### config.mk
export PLATFORM = sky130hd
export DESIGN_NAME = wpf_mul
export DESIGN_NICKNAME = d
export VERILOG_FILES = /design/src/hw/rtl/wpf_pkg.sv /design/src/hw/rtl/wpf_mul.sv
export SDC_FILE = /design/constraint.sdc
export NUM_CORES = 2
export LEC_CHECK = 0
export ABC_AREA = 1
export BUFFER_PORTS_ARGS = -buffer_cell sky130_fd_sc_hd__buf_2
export CORE_UTILIZATION = 45
export CTS_BUF_LIST = sky130_fd_sc_hd__clkbuf_16
export CTS_CLUSTER_DIAMETER = 60
export DETAILED_ROUTE_END_ITERATION = 6
export PLACE_DENSITY_LB_ADDON = 0.2
export SLEW_MARGIN = 20
export SYNTH_ARGS = -nofsm -noshare
export SYNTH_HDL_FRONTEND = slang
export SYNTH_SLANG_ARGS = --single-unit
### constraint.sdc
create_clock -name i_clk -period 11.3 [get_ports i_clk]
set_input_delay 1.695 -clock i_clk [delete_from_list [all_inputs] [get_ports i_clk]]
set_output_delay 1.695 -clock i_clk [all_outputs]
set_load 0.01 [all_outputs]
### src/hw/rtl/wpf_pkg.sv
`timescale 1ns / 1ps

package wpf_pkg;

    localparam int MAX_POINTS   = 1024;
    localparam int PTR_W        = $clog2(MAX_POINTS);
    localparam int CNT_W        = PTR_W + 1;
    localparam int CORDIC_STEPS = 16;
    localparam int CORDIC_N     = (CORDIC_STEPS < 24) ? CORDIC_STEPS : 24;
    localparam int STEP_W       = $clog2(CORDIC_N);
    localparam int CORDIC_W     = 45;
    localparam int CORDIC_IN_W  = 34;

    localparam int SPIN_MOVE_MIN     = 655;
    localparam int STRAIGHT_TURN_MIN = 1310;

    typedef enum logic [2:0] {
        REG_ANG_STEP     = 3'd0,
        REG_LIN_STEP     = 3'd1,
        REG_V_TARGET     = 3'd2,
        REG_SPIN_LIMIT   = 3'd3,
        REG_ARRIVE       = 3'd4,
        REG_WIDE_ANGLE   = 3'd5,
        REG_NARROW_ANGLE = 3'd6
    } t_reg_idx;

    typedef enum logic {
        KIND_LOAD = 1'b0,
        KIND_TICK = 1'b1
    } t_kind;

    typedef enum logic [1:0] {
        STATUS_NONE = 2'd0,
        STATUS_CMD  = 2'd1,
        STATUS_DONE = 2'd2
    } t_status;

    typedef enum logic [3:0] {
        MUL_QXQY = 4'd0,
        MUL_QWQZ = 4'd1,
        MUL_QWQW = 4'd2,
        MUL_QXQX = 4'd3,
        MUL_QYQY = 4'd4,
        MUL_QZQZ = 4'd5,
        MUL_QXQZ = 4'd6,
        MUL_QWQY = 4'd7,
        MUL_LVTV = 4'd8,
        MUL_DXDX = 4'd9,
        MUL_DYDY = 4'd10,
        MUL_RR   = 4'd11
    } t_mul_op;

    // Arctangent of 2^-i, with a full turn equal to 2^32.
    function automatic logic [31:0] atan_val(input logic [4:0] i);
        logic [31:0] v;
        case (i)
            5'd0:  v = 32'h20000000;
            5'd1:  v = 32'h12E4051E;
            5'd2:  v = 32'h09FB385B;
            5'd3:  v = 32'h051111D4;
            5'd4:  v = 32'h028B0D43;
            5'd5:  v = 32'h0145D7E1;
            5'd6:  v = 32'h00A2F61E;
            5'd7:  v = 32'h00517C55;
            5'd8:  v = 32'h0028BE53;
            5'd9:  v = 32'h00145F2F;
            5'd10: v = 32'h000A2F98;
            5'd11: v = 32'h000517CC;
            5'd12: v = 32'h00028BE6;
            5'd13: v = 32'h000145F3;
            5'd14: v = 32'h0000A2FA;
            5'd15: v = 32'h0000517D;
            5'd16: v = 32'h000028BE;
            5'd17: v = 32'h0000145F;
            5'd18: v = 32'h00000A30;
            5'd19: v = 32'h00000518;
            5'd20: v = 32'h0000028C;
            5'd21: v = 32'h00000146;
            5'd22: v = 32'h000000A3;
            5'd23: v = 32'h00000051;
            default: v = 32'h0;
        endcase
        return v;
    endfunction

endpackage

### src/hw/rtl/wpf_mul.sv
`timescale 1ns / 1ps

module wpf_mul (
    input  logic                 i_clk,
    input  logic                 i_rst_n,
    input  logic                 i_en,
    input  wpf_pkg::t_mul_op     i_tag,
    input  logic signed [32:0]   i_a,
    input  logic signed [32:0]   i_b,
    output logic                 o_valid,
    output wpf_pkg::t_mul_op     o_tag,
    output logic signed [65:0]   o_p
);

    always_ff @(posedge i_clk) begin
        if (!i_rst_n) begin
            o_valid <= 1'b0;
        end else begin
            o_valid <= i_en;
        end
        o_tag <= i_tag;
        o_p   <= i_a * i_b;
    end

endmodule

# After elaboration in Yosys (flattened, before gate mapping)
# Index checks and enable logic that the tools add are counted.
# totals
input_bits	73
output_inout_bits	71
wordCells	4
reg_bits	71
# classes
mul	1
# ops
cell	n
$mul A33 B33 Y66	1

# Depth between registers and ports, before layout
# depth
ltp_word	1
depth_mapped	34
depth_no_buf	32

# Worst setup path before layout
# No wires, ideal clock.
# synth_timing
path_type	input to register
from	in i_a[32]
to	reg o_p[60]
setup_slack_ns	2.849
required_ns	11.187
setup_time_ns	0.113
path_buffers	2
path_stages	23
t_arrival_ns	8.338
path_cell_list	clkbuf_1 > clkbuf_1 > nand2_1 > inv_1 > fa_1 > fa_1 > fa_1 > fa_1 > inv_1 > fa_1 > fa_1 > fa_1 > fa_1 > inv_1 > ha_1 > nand2_1 > nor2_1 > inv_1 > nor3_1 > nand2_1 > and2_0 > nand4_1 > nand2_1
# synth_between
elab_chain_len	1
# synth_rtl
item	line	text
start, declared	wpf_mul.sv:8	input logic signed [32:0] i_a,
$mul A33 B33 Y66	wpf_mul.sv:22	o_p <= i_a * i_b;
end signal, assigned	wpf_mul.sv:22	
end, declared	wpf_mul.sv:12	output logic signed [65:0] o_p
# No other way between the ends.
# A chain may end at the register's enable or synchronous reset.

# Worst setup path in the final report
# layout_timing
from	in i_b[9]
to	reg o_p[57]
# layout_between
elab_chain_len	1
# layout_rtl
item	line	text
start, declared	wpf_mul.sv:9	input logic signed [32:0] i_b,
$mul A33 B33 Y66	wpf_mul.sv:22	
# No other way between the ends.

==> results.toml <==
[outcome]
status = "finished with violations"
violations_in_the_final_reports = "design-rule violations"

[detailed_routing]
route.detailed.drc = 2
wl_per_cell_um = 17.7
num_vias = 32200
detail-route-antenna-nets = 0
first_pass_iters = 7
finalWirelength_um = 119000
routed_via_density = 4.78
first_iter_violations = 1906

[cells_and_area]
fraction_of_final_layout_cells_sized_beyond_drive_strength_1_pct = 4.35
final-seq-area_um2 = 1420
area_growth_syn_to_layout_pct = 4.02
multi_input_area_um2 = 33700
final_net_count = 6899
fill_cells = 9559

[logic_synthesis]
synth_enable_flop_cells = 0
synth_top_flop_cell = "sky130_fd_sc_hd__dfxtp_1"
synth_top_area_share_pct = 53.0
async_flop_share_pct = 0
synth_top_cells_by_area = "sky130_fd_sc_hd__fa_1 53%, sky130_fd_sc_hd__inv_1 16%, sky130_fd_sc_hd__nand2_1 13%"
netlist_instances = 5556
post_synth.cell_area_avg_um2 = 7.79
synthDistinctLibCells = 32
syn-cell-area_um2 = 43300
syn-num-nets = 6991
yosys_warnings = 0
synth_seq_cells = 71
synth_area_leader_cell = "sky130_fd_sc_hd__fa_1"
synth.yosys.seq_area_share_pct = 3.28

[placed_design]
placement.io_buffers = 143
gp_congestion = 0.928
detailed_place_hpwl_um = 102000

[die]
placeableCoreArea_um2 = 95200
num_io_pins = 144
chipWidth_um = 312
initial_core_util_pct = 45.5
floorplan.rows = 113
die-area_um2 = 97400
chipHeight_um = 312

[clock_tree]
clock_sinks = 71
clock_path_buffers = 2
tritoncts_clock_tree = "done"
post_cts.repair.setup_buffers = 0
cts_resized = 0
clock_tree.root_cell = "sky130_fd_sc_hd__clkbuf_16"
cts-htree-levels = 3
worst_setup_hold_path_clk_slew_ns = 0.06
cts_hold_fix_bufs = 0
cts-buffers-inserted = 9

[grt]
global_route.usage.met3_pct = 3.87
grt_first_pass_wirelength_um = 196000
grt_pass1_vias = 35900
globalRouteTotalUtil_pct = 26.0
gr-usage-met1_pct = 32.2
grt.overflow.total = 0
number_of_antenna_violations_at_the_first_check_in_global_routing = 9
grt-busiest-layer = "met2"
grt_max_degree = 35
grt.met2_usage_pct = 46.9

[worst_setup_path]
critical_path_maximum_fanout = 33
worst_ep_arrival_time_ns = 9.19
worst_ep_required_time_ns = 11.55
start_kind = "input pin"
critical_path.endpoint_type = "flip-flop"
timing.setup.critical_path_class = "input pin to flip-flop"

[timing]
layout_worst_path_cycle_share_pct = 79.1
slew-limit-headroom_pct = 25.4
fin_tns_setup_ns = 0
setup_violating_endpoint_count_in_the_final_report = 0
rsz_0062_raised_after_global_routing = "false"
worst-slew-pin-transition_ns = 1.12
max_freq_mhz = 112
finalCriticalPeriod_ns = 8.94
final-hold-violation-count = 0
report.final.slew_viol_count = 0

[run]
cap_violations = 0

[hold_path]
worstHoldPathCells = 1
worst_hold_path_type = "input pin to flip-flop"
## path summary, 6_finish.rpt
kind / slack [ns] / end / from
max: 2.36 / o_p[57] / i_b[9]
min: 1.44 / o_tag[3] / i_tag[3]
## stage by stage
stage	setup slack, ns	hold WS, ns	std cells	cell area [µm²]	utilization, %
finish	2.36	1.44	6737	45000	47.3
global placement	1.90	1.80	6718	44700	47.0
CTS	2.22	1.43	6734	45000	47.3
floorplan	2.85	1.72	5556	43300	-
global route	1.94	1.42	6737	45000	47.3
detailed placement	1.86	1.80	6718	44700	47.0
## registers in the layout (all words and copies together), names as in the netlist
name and cells:
o_p 66, o_valid 1, o_tag 4
## area by class of cell
class | instances | share of cell area (%)
multi-input cells | 3319 | 74.9
well taps | 1265 | 3.52
repair buffers | 160 | 1.87
clock buffers | 9 | 0.500
diodes | 3 | 0.0167
clock inverters | 7 | 0.142
flip-flops and latches | 71 | 3.16
inverters | 1903 | 15.9
## metal layers
| metal | vias up | part of all wire, % |
|---|---|---|
| met2 | 796 | 51 |
| met4 | 12 | 3.3 |
| li1 | 14800 | - |
| met1 | 16400 | 41 |
| met5 | - | 0.066 |
| met3 | 210 | 5.2 |
## critical path, stage by stage
cell                      delay (ns)
sky130_fd_sc_hd__buf_2          0.63
sky130_fd_sc_hd__nand2_1        0.28
sky130_fd_sc_hd__fa_1           0.67
sky130_fd_sc_hd__fa_1           0.93
sky130_fd_sc_hd__fa_1           0.54
sky130_fd_sc_hd__inv_1          0.37
sky130_fd_sc_hd__fa_1           0.52
sky130_fd_sc_hd__fa_1           0.57
sky130_fd_sc_hd__fa_1           0.43
sky130_fd_sc_hd__fa_1           0.49
sky130_fd_sc_hd__inv_1          0.05
sky130_fd_sc_hd__fa_1           0.47
sky130_fd_sc_hd__inv_1          0.05
sky130_fd_sc_hd__ha_1           0.42
sky130_fd_sc_hd__nand2_1        0.14
sky130_fd_sc_hd__nor2_1         0.21
sky130_fd_sc_hd__nand3_1        0.18
sky130_fd_sc_hd__nor2_1         0.18
sky130_fd_sc_hd__o21ai_0        0.17
sky130_fd_sc_hd__nand4_1        0.13
sky130_fd_sc_hd__nand2_1        0.05
## cells by family after synthesis
family | after synthesis | synth area share (%)
xor gates and xnor gates | 39 | 0.789
buffers and inverters | 2166 | 18.8
adders and majority gates | 1362 | 59.2
AOI/OAI and AO/OA | 105 | 1.34
and+or+nand+nor | 1813 | 16.6
DFF | 71 | 3.28
## cell usage in the layout, fill, tap and decap left out, types with 8 or more instances in the layout
cell type / count
sky130_fd_sc_hd__inv_1: 1896
sky130_fd_sc_hd__nand2_1: 1524
sky130_fd_sc_hd__fa_1: 1144
sky130_fd_sc_hd__ha_1: 217
sky130_fd_sc_hd__buf_2: 143
sky130_fd_sc_hd__nor2_1: 125
sky130_fd_sc_hd__dfxtp_1: 71
sky130_fd_sc_hd__nand3_1: 70
sky130_fd_sc_hd__a21oi_1: 61
sky130_fd_sc_hd__xor2_1: 35
sky130_fd_sc_hd__nor2_2: 22
sky130_fd_sc_hd__nand4_1: 19
sky130_fd_sc_hd__o21ai_0: 18
sky130_fd_sc_hd__buf_4: 17
sky130_fd_sc_hd__nand2_2: 15
sky130_fd_sc_hd__o21bai_1: 12
sky130_fd_sc_hd__clkbuf_16: 9
sky130_fd_sc_hd__nand3_2: 8
sky130_fd_sc_hd__nor3_1: 8
## synthesized netlist by cell type (4+ instances only)
master / instances
sky130_fd_sc_hd__nand3_2: 8
sky130_fd_sc_hd__ha_1: 217
sky130_fd_sc_hd__nor2_4: 4
sky130_fd_sc_hd__nor2_1: 125
sky130_fd_sc_hd__inv_1: 1897
sky130_fd_sc_hd__nand2_1: 1524
sky130_fd_sc_hd__xnor2_1: 4
sky130_fd_sc_hd__inv_2: 6
sky130_fd_sc_hd__nor4_1: 5
sky130_fd_sc_hd__a21oi_1: 61
sky130_fd_sc_hd__dfxtp_1: 71
sky130_fd_sc_hd__or2_2: 5
sky130_fd_sc_hd__nand3_1: 70
sky130_fd_sc_hd__clkbuf_1: 261
sky130_fd_sc_hd__o21ai_0: 18
sky130_fd_sc_hd__nor2_2: 22
sky130_fd_sc_hd__o21bai_1: 12
sky130_fd_sc_hd__nand3b_1: 4
sky130_fd_sc_hd__o21ai_1: 6
sky130_fd_sc_hd__nor3_1: 8
sky130_fd_sc_hd__xor2_1: 35
sky130_fd_sc_hd__nand2_2: 15
sky130_fd_sc_hd__fa_1: 1145
sky130_fd_sc_hd__nand4_1: 19
Power is left out: the tool's default activity adds up to more than one toggle a clock period on the data nets, which glitch-free logic cannot reach.
